==> src/hdl/ramped_motor_command_with_debounce_defines.svh <==
// Assertion macros for the ramped motor command block.
// Used by ramped_motor_command_with_debounce.sv; expects clk and arst_n in scope.
`ifndef RAMPED_MOTOR_COMMAND_WITH_DEBOUNCE_DEFINES_SVH
`define RAMPED_MOTOR_COMMAND_WITH_DEBOUNCE_DEFINES_SVH
`ifndef NO_ASSERTIONS
`define RMCD_ASSERT_IMPL(label, ante, cons, msg) \
	label: assert property (@(posedge clk) disable iff (!arst_n) (ante) |-> (cons)) \
		else $error(msg);
`define RMCD_ASSERT_NEXT(label, ante, cons, msg) \
	label: assert property (@(posedge clk) disable iff (!arst_n) (ante) |=> (cons)) \
		else $error(msg);
`else
`define RMCD_ASSERT_IMPL(label, ante, cons, msg)
`define RMCD_ASSERT_NEXT(label, ante, cons, msg)
`endif
`endif

==> src/hdl/rmcd_pkg.sv <==
// Constants and register codes for the ramped motor command block.
// No dependencies; used by ramped_motor_command_with_debounce.sv.
`default_nettype none
package rmcd_pkg;

	localparam int BALL_SENSORS     = 4;
	localparam int POSITION_SENSORS = 5;

	// Configuration register indexes.
	localparam logic [1:0] REG_RAMP_RANGE     = 2'd0;
	localparam logic [1:0] REG_RAMP_INTERVAL  = 2'd1;
	localparam logic [1:0] REG_RAMP_STEP      = 2'd2;
	localparam logic [1:0] REG_DEBOUNCE_TICKS = 2'd3;

	// Command mode codes.
	localparam logic [1:0] MODE_STOP = 2'd0;
	localparam logic [1:0] MODE_FWD  = 2'd1;
	localparam logic [1:0] MODE_REV  = 2'd2;
	localparam logic [1:0] MODE_HOLD = 2'd3;

	localparam logic signed [11:0] SPEED_MAX = 12'sd1023;
	localparam logic signed [11:0] SPEED_MIN = -12'sd1023;
	localparam logic [15:0]        TICK_MAX  = 16'hFFFF;

	localparam logic [10:0] RAMP_RANGE_RST     = 11'd64;
	localparam logic [15:0] RAMP_INTERVAL_RST  = 16'd10;
	localparam logic [9:0]  RAMP_STEP_RST      = 10'd16;
	localparam logic [3:0]  DEBOUNCE_TICKS_RST = 4'd5;

endpackage
`default_nettype wire

==> src/hdl/ramped_motor_command_with_debounce.sv <==
// Ramped motor command driver with ball and position sensor debounce.
// Depends on rmcd_pkg and ramped_motor_command_with_debounce_defines.svh.
//
// One item is one control tick: it carries an optional command pair and the raw sensor
// levels, and yields one result item holding the drive lines, status bytes and lamps. The
// command decode, the speed ramp and the debounce counters update in a single pass and the
// result lands in the output register, so a new item is taken on every cycle in which the
// result register is empty or its item is being taken. Input stall follows output stall
// only while a result is waiting. Configuration is written by index; the user must write
// it only while the block is idle, as the block itself does not enforce this.
`default_nettype none
`include "ramped_motor_command_with_debounce_defines.svh"
module ramped_motor_command_with_debounce (
	input  wire logic        clk,
	input  wire logic        arst_n,
	// input channel
	input  wire logic        in_valid,
	output logic             in_stall,
	input  wire logic        command_valid,
	input  wire logic [7:0]  command_high,
	input  wire logic [7:0]  command_low,
	input  wire logic [3:0]  ball_inputs,
	input  wire logic [4:0]  position_inputs,
	// configuration
	input  wire logic        cfg_we,
	input  wire logic [1:0]  cfg_index,
	input  wire logic [15:0] cfg_data,
	// output channel
	output logic             out_valid,
	input  wire logic        out_stall,
	output logic [9:0]       duty,
	output logic             duty_enable,
	output logic             run_switch,
	output logic             reverse_switch,
	output logic             alarm_switch,
	output logic [4:0]       status_position,
	output logic [7:0]       status_mode,
	output logic [7:0]       status_speed,
	output logic             ball_lamp,
	output logic             position_lamp,
	output logic             motion_lamp
);

	localparam int NB = rmcd_pkg::BALL_SENSORS;
	localparam int NP = rmcd_pkg::POSITION_SENSORS;

	// configuration registers
	logic [10:0] ramp_range_q;
	logic [15:0] ramp_interval_q;
	logic [9:0]  ramp_step_q;
	logic [3:0]  debounce_q;

	// block state
	logic [15:0]        held_cmd_q;
	logic               link_seen_q;
	logic               running_q;
	logic signed [10:0] speed_q;
	logic [1:0]         drive_mode_q;
	logic [15:0]        ramp_ticks_q;
	logic [9:0]         duty_q;
	logic               enable_q;
	logic               run_q;
	logic               rev_q;
	logic               alarm_q;
	logic [9:0]         speed_mag_q;
	logic [4:0]         ball_cnt_q [NB];
	logic [4:0]         pos_cnt_q [NP];
	logic [NB-1:0]      ball_flags_q;
	logic [NP-1:0]      pos_flags_q;
	logic               lamp_ball_q;
	logic               lamp_pos_q;
	logic               out_valid_q;

	logic in_accept;
	assign in_stall  = out_valid_q && out_stall;
	assign in_accept = in_valid && !in_stall;

	// next-state values
	logic [15:0]        held_cmd_n;
	logic               running_n;
	logic signed [10:0] speed_n;
	logic [1:0]         drive_mode_n;
	logic [15:0]        ramp_ticks_n;
	logic [9:0]         duty_n;
	logic               enable_n;
	logic               run_n;
	logic               rev_n;
	logic               alarm_n;
	logic [9:0]         speed_mag_n;
	logic [4:0]         ball_cnt_n [NB];
	logic [4:0]         pos_cnt_n [NP];
	logic [NB-1:0]      ball_flags_n;
	logic [NP-1:0]      pos_flags_n;
	logic               lamp_ball_n;
	logic               lamp_pos_n;

	// command decode and speed ramp
	always_comb begin
		logic [1:0]         mode;
		logic [9:0]         target;
		logic signed [11:0] target_s;
		logic signed [11:0] now_s;
		logic signed [11:0] gap;
		logic signed [11:0] gap_abs;
		logic signed [11:0] next_s;
		logic signed [11:0] step_s;
		logic signed [10:0] neg_speed;
		logic [15:0]        ticks_inc;

		held_cmd_n = command_valid ? {command_high, command_low} : held_cmd_q;
		running_n  = command_valid ? command_high[7] : running_q;

		mode     = held_cmd_n[11:10];
		target   = held_cmd_n[9:0];
		target_s = (mode == rmcd_pkg::MODE_REV) ? -$signed({2'b00, target})
		                                        : $signed({2'b00, target});
		now_s    = {speed_q[10], speed_q};
		gap      = target_s - now_s;
		gap_abs  = gap[11] ? -gap : gap;
		step_s   = $signed({2'b00, ramp_step_q});
		ticks_inc = (ramp_ticks_q == rmcd_pkg::TICK_MAX) ? ramp_ticks_q
		                                                 : ramp_ticks_q + 16'd1;

		ramp_ticks_n = ramp_ticks_q;
		speed_n      = 11'sd0;
		drive_mode_n = rmcd_pkg::MODE_STOP;
		duty_n       = duty_q;
		enable_n     = enable_q;
		run_n        = run_q;
		rev_n        = rev_q;
		alarm_n      = 1'b0;
		next_s       = now_s;
		neg_speed    = 11'sd0;
		speed_mag_n  = 10'd0;

		if (running_n) begin
			if (mode == rmcd_pkg::MODE_FWD || mode == rmcd_pkg::MODE_REV) begin
				ramp_ticks_n = ticks_inc;
				if (gap_abs[10:0] > ramp_range_q) begin
					if (ticks_inc >= ramp_interval_q) begin
						ramp_ticks_n = 16'd0;
						next_s = gap[11] ? now_s - step_s : now_s + step_s;
					end
				end else begin
					next_s = target_s;
				end
				if (next_s > rmcd_pkg::SPEED_MAX) begin
					next_s = rmcd_pkg::SPEED_MAX;
				end else if (next_s < rmcd_pkg::SPEED_MIN) begin
					next_s = rmcd_pkg::SPEED_MIN;
				end
				speed_n = next_s[10:0];
			end
			neg_speed = -speed_n;
			priority if (speed_n > 11'sd0) begin
				speed_mag_n  = speed_n[9:0];
				drive_mode_n = rmcd_pkg::MODE_FWD;
			end else if (speed_n < 11'sd0) begin
				speed_mag_n  = neg_speed[9:0];
				drive_mode_n = rmcd_pkg::MODE_REV;
			end else begin
				drive_mode_n = (mode == rmcd_pkg::MODE_HOLD) ? rmcd_pkg::MODE_STOP : mode;
			end
			if (drive_mode_n == rmcd_pkg::MODE_STOP) begin
				// Hold mode keeps the drive lines as they were.
				if (mode == rmcd_pkg::MODE_STOP) begin
					duty_n   = 10'd0;
					enable_n = 1'b0;
					run_n    = 1'b0;
					rev_n    = 1'b0;
				end
			end else begin
				duty_n   = speed_mag_n;
				enable_n = 1'b1;
				run_n    = 1'b1;
				rev_n    = (drive_mode_n == rmcd_pkg::MODE_REV);
			end
			alarm_n = held_cmd_n[14];
		end else begin
			duty_n   = 10'd0;
			enable_n = 1'b0;
			run_n    = 1'b0;
			rev_n    = 1'b0;
		end
	end

	// sensor debounce
	always_comb begin
		logic [4:0] inc;
		logic [4:0] limit;
		logic       exceed;
		logic       any_ball;

		limit       = {1'b0, debounce_q} + 5'd1;
		any_ball    = 1'b0;
		lamp_ball_n = lamp_ball_q;
		lamp_pos_n  = lamp_pos_q;
		for (int i = 0; i < NB; i++) begin
			inc    = ball_cnt_q[i] + 5'd1;
			exceed = inc > {1'b0, debounce_q};
			if (!ball_inputs[i]) begin
				any_ball        = 1'b1;
				ball_cnt_n[i]   = exceed ? limit : inc;
				ball_flags_n[i] = ball_flags_q[i] | exceed;
				if (exceed) begin
					lamp_ball_n = 1'b1;
				end
			end else begin
				ball_cnt_n[i]   = 5'd0;
				ball_flags_n[i] = 1'b0;
			end
		end
		if (!any_ball) begin
			lamp_ball_n = 1'b0;
		end
		for (int i = 0; i < NP; i++) begin
			inc    = pos_cnt_q[i] + 5'd1;
			exceed = inc > {1'b0, debounce_q};
			if (position_inputs[i]) begin
				pos_cnt_n[i]   = exceed ? limit : inc;
				pos_flags_n[i] = pos_flags_q[i] | exceed;
			end else begin
				pos_cnt_n[i]   = 5'd0;
				pos_flags_n[i] = 1'b0;
			end
		end
		// Only the first position sensor drives its lamp.
		if (!position_inputs[0]) begin
			lamp_pos_n = 1'b0;
		end else if (pos_cnt_q[0] + 5'd1 > {1'b0, debounce_q}) begin
			lamp_pos_n = 1'b1;
		end
	end

	always_ff @(posedge clk or negedge arst_n) begin
		if (!arst_n) begin
			ramp_range_q    <= rmcd_pkg::RAMP_RANGE_RST;
			ramp_interval_q <= rmcd_pkg::RAMP_INTERVAL_RST;
			ramp_step_q     <= rmcd_pkg::RAMP_STEP_RST;
			debounce_q      <= rmcd_pkg::DEBOUNCE_TICKS_RST;
		end else if (cfg_we) begin
			unique case (cfg_index)
				rmcd_pkg::REG_RAMP_RANGE:     ramp_range_q    <= cfg_data[10:0];
				rmcd_pkg::REG_RAMP_INTERVAL:  ramp_interval_q <= cfg_data;
				rmcd_pkg::REG_RAMP_STEP:      ramp_step_q     <= cfg_data[9:0];
				rmcd_pkg::REG_DEBOUNCE_TICKS: debounce_q      <= cfg_data[3:0];
				default:                      debounce_q      <= debounce_q;
			endcase
		end
	end

	always_ff @(posedge clk or negedge arst_n) begin
		if (!arst_n) begin
			out_valid_q  <= 1'b0;
			held_cmd_q   <= '0;
			link_seen_q  <= 1'b0;
			running_q    <= 1'b0;
			speed_q      <= '0;
			drive_mode_q <= rmcd_pkg::MODE_STOP;
			ramp_ticks_q <= '0;
			duty_q       <= '0;
			enable_q     <= 1'b0;
			run_q        <= 1'b0;
			rev_q        <= 1'b0;
			alarm_q      <= 1'b0;
			speed_mag_q  <= '0;
			ball_flags_q <= '0;
			pos_flags_q  <= '0;
			lamp_ball_q  <= 1'b0;
			lamp_pos_q   <= 1'b0;
			for (int i = 0; i < NB; i++) begin
				ball_cnt_q[i] <= '0;
			end
			for (int i = 0; i < NP; i++) begin
				pos_cnt_q[i] <= '0;
			end
		end else begin
			if (in_accept) begin
				out_valid_q <= 1'b1;
			end else if (!out_stall) begin
				out_valid_q <= 1'b0;
			end
			if (in_accept) begin
				held_cmd_q   <= held_cmd_n;
				link_seen_q  <= link_seen_q | command_valid;
				running_q    <= running_n;
				speed_q      <= speed_n;
				drive_mode_q <= drive_mode_n;
				ramp_ticks_q <= ramp_ticks_n;
				duty_q       <= duty_n;
				enable_q     <= enable_n;
				run_q        <= run_n;
				rev_q        <= rev_n;
				alarm_q      <= alarm_n;
				speed_mag_q  <= speed_mag_n;
				ball_flags_q <= ball_flags_n;
				pos_flags_q  <= pos_flags_n;
				lamp_ball_q  <= lamp_ball_n;
				lamp_pos_q   <= lamp_pos_n;
				ball_cnt_q   <= ball_cnt_n;
				pos_cnt_q    <= pos_cnt_n;
			end
		end
	end

	assign out_valid       = out_valid_q;
	assign duty            = duty_q;
	assign duty_enable     = enable_q;
	assign run_switch      = run_q;
	assign reverse_switch  = rev_q;
	assign alarm_switch    = alarm_q;
	assign status_position = pos_flags_q;
	assign status_mode     = {ball_flags_q, drive_mode_q, speed_mag_q[9:8]};
	assign status_speed    = speed_mag_q[7:0];
	assign ball_lamp       = lamp_ball_q;
	assign position_lamp   = lamp_pos_q;
	assign motion_lamp     = (drive_mode_q != rmcd_pkg::MODE_STOP);

	`RMCD_ASSERT_IMPL(a_standby_quiet,
		!running_q && link_seen_q,
		speed_mag_q == 10'd0 && drive_mode_q == rmcd_pkg::MODE_STOP && !enable_q && !alarm_q,
		"standby left drive active")
	`RMCD_ASSERT_IMPL(a_drive_matches_mode,
		drive_mode_q != rmcd_pkg::MODE_STOP,
		enable_q && run_q && duty_q == speed_mag_q &&
			rev_q == (drive_mode_q == rmcd_pkg::MODE_REV),
		"drive lines disagree with drive mode")
	`RMCD_ASSERT_NEXT(a_state_holds_when_idle,
		!in_accept,
		$stable(speed_q) && $stable(ramp_ticks_q) && $stable(ball_flags_q),
		"state changed without an item")
	`RMCD_ASSERT_NEXT(a_standby_keeps_ticks,
		in_accept && !running_n,
		$stable(ramp_ticks_q),
		"standby altered the ramp tick counter")
	`RMCD_ASSERT_IMPL(a_pos_lamp_tracks_flag,
		1'b1,
		lamp_pos_q == pos_flags_q[0],
		"position lamp differs from first flag")

endmodule
`default_nettype wire
==> config.mk <==
export PLATFORM = sky130hd
export DESIGN_NAME = ramped_motor_command_with_debounce
export DESIGN_NICKNAME = d
export VERILOG_FILES = /design/src/hdl/rmcd_pkg.sv /design/src/hdl/ramped_motor_command_with_debounce.sv
export VERILOG_INCLUDE_DIRS = /design/src /design/src/hdl
export SDC_FILE = /design/constraint.sdc
export NUM_CORES = 1
export LEC_CHECK = 0
export BUFFER_PORTS_ARGS = -buffer_cell sky130_fd_sc_hd__buf_2
export CAP_MARGIN = 20
export CORE_MARGIN = 2
export CORE_UTILIZATION = 62
export DETAILED_ROUTE_END_ITERATION = 16
export PLACE_DENSITY = 0.91
export REMOVE_ABC_BUFFERS = 1
export SLEW_MARGIN = 20
export SYNTH_ARGS = -nofsm -noshare
export SYNTH_HDL_FRONTEND = slang
export SYNTH_SLANG_ARGS = --single-unit
==> constraint.sdc <==
create_clock -name clk -period 10.4 [get_ports clk]
set_input_delay 1.04 -clock clk [delete_from_list [all_inputs] [get_ports clk]]
set_output_delay 1.04 -clock clk [all_outputs]
set_load 0.005 [all_outputs]
### Word level (Yosys, flattened, before mapping)

Index checks and enable logic that the tools add are counted.
Widths: inputs -> output; s select.

| word-level totals | value |
|---|---|
| output and inout port bits | 40 |
| bits in registers | 166 |

| operators by class | value |
|---|---|
| eq/ne operators | 11 |
| add/sub/neg operators | 17 |
| mux-type cells | 78 |
| bitwise gates (word level) | 9 |
| reduce and logical (&&, ||, !) cells | 16 |
| magnitude comparators | 15 |

Operators by type and width:

| kind | count |
|---|---|
| $mux 5 | 18 |
| $mux 12 | 6 |
| $mux 11 | 6 |
| $mux 10 | 6 |
| $mux 16 | 3 |
| $add 5x1->5 const B | 9 |
| $gt 5x4->1 | 9 |
| $mux 1 | 33 |
| $add 16x1->16 const B | 1 |
| $eq 16x16->1 const B | 1 |
| $ge 16x16->1 | 1 |
| $mux 15 | 1 |
| $reduce_and 2->1 | 7 |
| $add 11x11->12 | 1 |
| $gt 12x11->1 const B | 1 |
| $lt 12x11->1 const B | 1 |
| $neg 10->12 | 1 |
| $sub 11x11->12 | 1 |
| $sub 12x11->12 | 1 |
| $gt 11x1->1 const B | 1 |
| $gt 11x11->1 | 1 |
| $lt 11x1->1 const B | 1 |
| $neg 11->11 | 1 |
| $eq 2x2->1 const B | 5 |
| 13 further kinds | 30 |

### Logic depth before layout (Yosys ltp)

| depth | value |
|---|---|
| word-level depth | 22 |
| depth in mapped cells | 41 |

### Least setup slack after synthesis

OpenSTA, ideal clock, no wires.

| timing | value |
|---|---|
| kind | input to register |
| from | input command_valid |
| to | register rev_q (netlist: reverse_switch) |
| path buffers | 5 |
| setup time | 126 ps |
| required time | 10274 ps |
| data arrival time | 8955 ps |
| setup slack | 1319 ps |
| stages on the path | 35 |
| cell sequence | buf_6 -> clkbuf_1 -> buf_1 -> mux2i_1 -> ha_1 -> inv_1 -> o21ai_0 -> inv_1 -> ha_1 -> nor2b_1 -> o31a_1 -> o21ai_0 -> nor2_1 -> o32ai_1 -> clkbuf_1 -> nand2_1 -> xor2_1 -> ha_1 -> or2_2 -> or3_1 -> o211a_1 -> or4b_1 -> a32o_1 -> a21o_1 -> buf_2 -> nor2_1 -> nor2_1 -> nand2_1 -> nand2_1 -> ha_1 -> inv_1 -> a31oi_4 -> nand2_1 -> o21ai_4 -> a221o_1 |

| on the way | value |
|---|---|
| longest elaborated chain between the ends | 22 |
| elaborated cells between the ends (all ways) | 36 |
| classes of those cells | add/sub (3); order compare (5); eq/ne (5); mux (19); reduce/logical (4) |

RTL lines:

| item | RTL line | RTL |
|---|---|---|
| start, declared | ramped_motor_command_with_debounce.sv:19 | `input wire logic command_valid,` |
| $mux 15 | ramped_motor_command_with_debounce.sv:110 | `held_cmd_n = command_valid ? {command_high, command_low} : held_cmd_q;` |
| $neg 10->12 or $eq 2x2->1 (tied branches) | ramped_motor_command_with_debounce.sv:115, ramped_motor_command_with_debounce.sv:137 |  |
| $mux 12 | ramped_motor_command_with_debounce.sv:115 | `target_s = (mode == rmcd_pkg::MODE_REV) ? -$signed({2'b00, target})` |
| $sub 12x11->12 | ramped_motor_command_with_debounce.sv:118 | `gap = target_s - now_s;` |
| $neg 11->11 | ramped_motor_command_with_debounce.sv:119 | `gap_abs = gap[11] ? -gap : gap;` |
| $mux 11 | ramped_motor_command_with_debounce.sv:119 |  |
| $gt 11x11->1 | ramped_motor_command_with_debounce.sv:139 | `if (gap_abs[10:0] > ramp_range_q) begin` |
| $mux 12 | ramped_motor_command_with_debounce.sv:139 |  |
| (+6 left out) | - |  |
| $mux 11 | ramped_motor_command_with_debounce.sv:136 | `if (running_n) begin` |
| $lt 11x1->1 | ramped_motor_command_with_debounce.sv:158 | `end else if (speed_n < 11'sd0) begin` |
| $mux 2 | ramped_motor_command_with_debounce.sv:158 |  |
| $mux 2 | ramped_motor_command_with_debounce.sv:155 | `priority if (speed_n > 11'sd0) begin` |
| $mux 2 | ramped_motor_command_with_debounce.sv:136 |  |
| $logic_not 2->1 or $eq 2x2->1 (tied branches) | ramped_motor_command_with_debounce.sv:164, ramped_motor_command_with_debounce.sv:176 |  |
| $ne 3x2->1 (no source line) or $mux 1 (tied branches) | - |  |
| $reduce_and 2->1 (no source line) or $mux 1 (tied branches) | - |  |
| end signal, assigned | ramped_motor_command_with_debounce.sv:293 | `rev_q <= rev_n;` |
| end, declared | ramped_motor_command_with_debounce.sv:63 | `logic rev_q;` |

Several ways; a longest one is shown, not always the timed one. The select of a mux whose other input is x is not followed.
A chain may end at the register's enable or synchronous reset.

### Final worst setup path

| timing | value |
|---|---|
| from | input command_valid |
| to | register duty_q[1] (netlist: duty[1]) |

| on the way | value |
|---|---|
| longest elaborated chain between the ends | 22 |
| elaborated cells between the ends (all ways) | 38 |
| classes of those cells | add/sub (4); order compare (5); eq/ne (4); mux (21); reduce/logical (4) |

RTL lines:

| item | RTL line | RTL |
|---|---|---|
| $mux 15 | ramped_motor_command_with_debounce.sv:110 |  |
| $neg 10->12 or $eq 2x2->1 (tied branches) | ramped_motor_command_with_debounce.sv:115, ramped_motor_command_with_debounce.sv:137 |  |
| $mux 12 | ramped_motor_command_with_debounce.sv:115 |  |
| $sub 12x11->12 | ramped_motor_command_with_debounce.sv:118 |  |
| $neg 11->11 | ramped_motor_command_with_debounce.sv:119 |  |
| $mux 11 | ramped_motor_command_with_debounce.sv:119 |  |
| $gt 11x11->1 | ramped_motor_command_with_debounce.sv:139 |  |
| $mux 12 | ramped_motor_command_with_debounce.sv:139 |  |
| (+6 left out) | - |  |
| $mux 11 | ramped_motor_command_with_debounce.sv:136 |  |
| $lt 11x1->1 | ramped_motor_command_with_debounce.sv:158 |  |
| $mux 2 | ramped_motor_command_with_debounce.sv:158 |  |
| $mux 2 | ramped_motor_command_with_debounce.sv:155 |  |
| $mux 2 | ramped_motor_command_with_debounce.sv:136 |  |
| $logic_not 2->1 | ramped_motor_command_with_debounce.sv:164 | `if (drive_mode_n == rmcd_pkg::MODE_STOP) begin` |
| $ne 3x2->1 (no source line) or $mux 10 (tied branches) | - |  |
| $reduce_and 2->1 (no source line) or $mux 10 (tied branches) | - |  |
| end signal, assigned | ramped_motor_command_with_debounce.sv:290 | `duty_q <= duty_n;` |
| end, declared | ramped_motor_command_with_debounce.sv:60 | `logic [9:0] duty_q;` |

Several ways; a longest one is shown, not always the timed one. The select of a mux whose other input is x is not followed.

==> qor.yml <==
fin_nets: 1523
grt_first_pass_wirelength_um: 48580
antennaDiodeCount: 0
rsz0062_at_grt: "false"
multiInputGateArea_um2: 7292
drc: 0
cts_resized: 0
grt.total_usage_pct: 29.88
synth.most_common_cell: "dfrtp_1"
yosysTopAreaCellShare_pct: 33.41
ys_top_cells_by_area: "dfrtp_1 33%, ha_1 11%, o21ai_0 4.4%, nand2_1 4.2%, mux2_2 4.0%"
n_fill_cell: 1403
synth-edff-count: 0
final_core_util_pct: 69.59
area.sequential_um2: 4111
yosysWarnings: 0
crit_arrival_ns: 9.76
dieWidth_um: 142.2
num_rows: 50
tns_ns: 0
grt_pass1_vias: 9999
drv_slew: 0
ios: 89
reg2reg_setup_slack_ns: 1.79
first_iter_violations: 1011
routed_wl_um: 29610
initial_core_util_pct: 63.26
gp_congestion: 0.9955
core_area_um2: 18710
grt_max_degree: 90
die_h_um: 142.2
grt-ovfl-total: 0
wl_met2_um: 14520
wl_met3_um: 1906
worstSetupPathType: "primary input to register"
ant_nets: 0
yosys_register_bits: 164
synthToLayoutAreaGrowth_pct: 9.991
min-delay-path-class: "register to register"
layout-drive-gt1-share_pct: 14.19
cp-end-kind: "register"
h-tree-depth: 4
yosysTopAreaCell: "dfrtp_1"
cts_hold_repair.buffers: 0
cts.sinks: 164
antenna_found_initial: 0
top_layer_used: "met4"
wl_met1_um: 12280
max_clock_freq_ghz: 0.1057
firstDrtPassIters: 9
cp.required_ns: 10.70
crit_buf_inv: 5
min_period_ns: 9.460
syn_inst: 1299
fin_skew_ns: 0.01639
design_area_um2: 13020
maxCapViolCount: 0
numCtsBuffers: 17
max_slew_margin_pct: 30.70
synth_seq_area_share_pct: 34.74
cp-start-kind: "primary input"
root_buffer: "clkbuf_16"
final_cell_count_no_fill: 1615
syn_area_per_cell_um2: 9.110
crit_fanout: 26
finalSetupViolations: 0
synth-main-ff-cell: "dfrtp_1"
cts_tree: "done"
clock_latency_ns: 0.44
dieArea_um2: 20210
clock_path_buffers: 2
cts_setup_buffers: 0
viasPerCell: 6.398
synth.distinct_cells: 79
crit_family: "compound AO/OA/AOI/OAI gates"
async_reset_ff_share_pct: 100.0
placedInstanceArea_um2: 12450
hold_viol_final: 0
hpwl_um: 21040
synthesis.area_um2: 11830
wl_per_cell_um: 18.34
place_inst: 1582
min_period_over_period_pct: 90.96
num_vias: 10330
synth_common_cells: "158 x dfrtp_1, 133 x nand2_1, 104 x ha_1"
cpPeakStageDelay_ns: 0.81
slowest_stage: "o21ai_1"
worstMarginPinSlew_ns: 1.033
status: "completed"
clkTransAtPathRegs_ns: 0.07
portBuffers: 86
## stage by stage
stage / setup slack [ns] / hold WS (ns)
global placement: 0.8421 / 0.4579
global route: 0.1472 / 0.4960
detailed placement: 0.5915 / 0.4606
finish: 0.9403 / 0.4700
CTS: 1.010 / 0.4767
floorplan: 2.046 / 0.4492
## flip-flops by register name, indices dropped and copies added, names as in the netlist, 2 cells and up
name	flops
pos_cnt_q	25
ramp_step_q	10
ramp_ticks_q	16
speed_mag_q	10
held_cmd_q	13
speed_q	11
ball_flags_q	4
drive_mode_q	2
status_position	5
debounce_q	4
ramp_range_q	11
duty	10
ball_cnt_q	20
ramp_interval_q	16
## cell type report
| cell class | instances | share of cell area, % |
|---|---|---|
| Sequential cell | 164 | 31.59 |
| Tap cell | 234 | 2.249 |
| Clock inverter | 11 | 0.7017 |
| Clock buffer | 21 | 3.537 |
| Timing Repair Buffer | 97 | 3.970 |
| Inverter | 67 | 1.932 |
| Multi-Input combinational cell | 1021 | 56.02 |
## metal layers
metal,track usage [%],up-vias
li1,-,4866
met1,37.99,4981
met2,50.37,402
met3,5.619,83
met4,12.16,0
met5,0,-
## cell families after synthesis
kind of cell | synth area share, %
buffers and inverters | 3.817
AOI/OAI and AO/OA | 20.37
xor gates and xnor gates | 6.291
adders and majority gates | 11.42
DFF | 34.74
muxes | 7.972
and+or+nand+nor | 15.38
## cells in the final DEF (no fill, tap or decap), types with 17 or more instances in the layout
| master | n |
|---|---|
| a21oi_1 | 84 |
| buf_2 | 85 |
| clkbuf_16 | 17 |
| dfrtp_1 | 158 |
| ha_1 | 104 |
| inv_1 | 67 |
| mux2_2 | 42 |
| mux2i_1 | 47 |
| nand2_1 | 132 |
| nand2b_1 | 17 |
| nand3_1 | 36 |
| nor2_1 | 76 |
| nor3_1 | 26 |
| o21ai_0 | 103 |
| xnor2_1 | 38 |
| xor2_1 | 46 |
## path summary, 6_finish.rpt
check | to | depth (start not counted) | startpoint
worst max-delay path | duty[1] | 35 | command_valid
worst min-delay path | duty[0] | 1 | duty[0]
worst max register to register | duty[1] | 34 | held_cmd_q[10]
worst min register to register | duty[0] | 1 | duty[0]
max in group asynchronous | held_cmd_q[0] | 2 | arst_n
min in group asynchronous | out_valid | 1 | arst_n
## worst reg2reg max path, delay by kind of cell (launching register included)
family / cells / cell delay (ns)
AO/OA/AOI/OAI: 10 / 3.14
XOR/XNOR: 2 / 0.25
adder cells (fa/ha/maj): 4 / 1.15
buffers and inverters: 4 / 0.61
flip-flops: 1 / 0.37
multiplexers: 1 / 0.36
AND/OR/NAND/NOR: 13 / 2.60
Power is left out: the tool's default activity adds up to more than one toggle a clock period on the data nets, which glitch-free logic cannot reach.
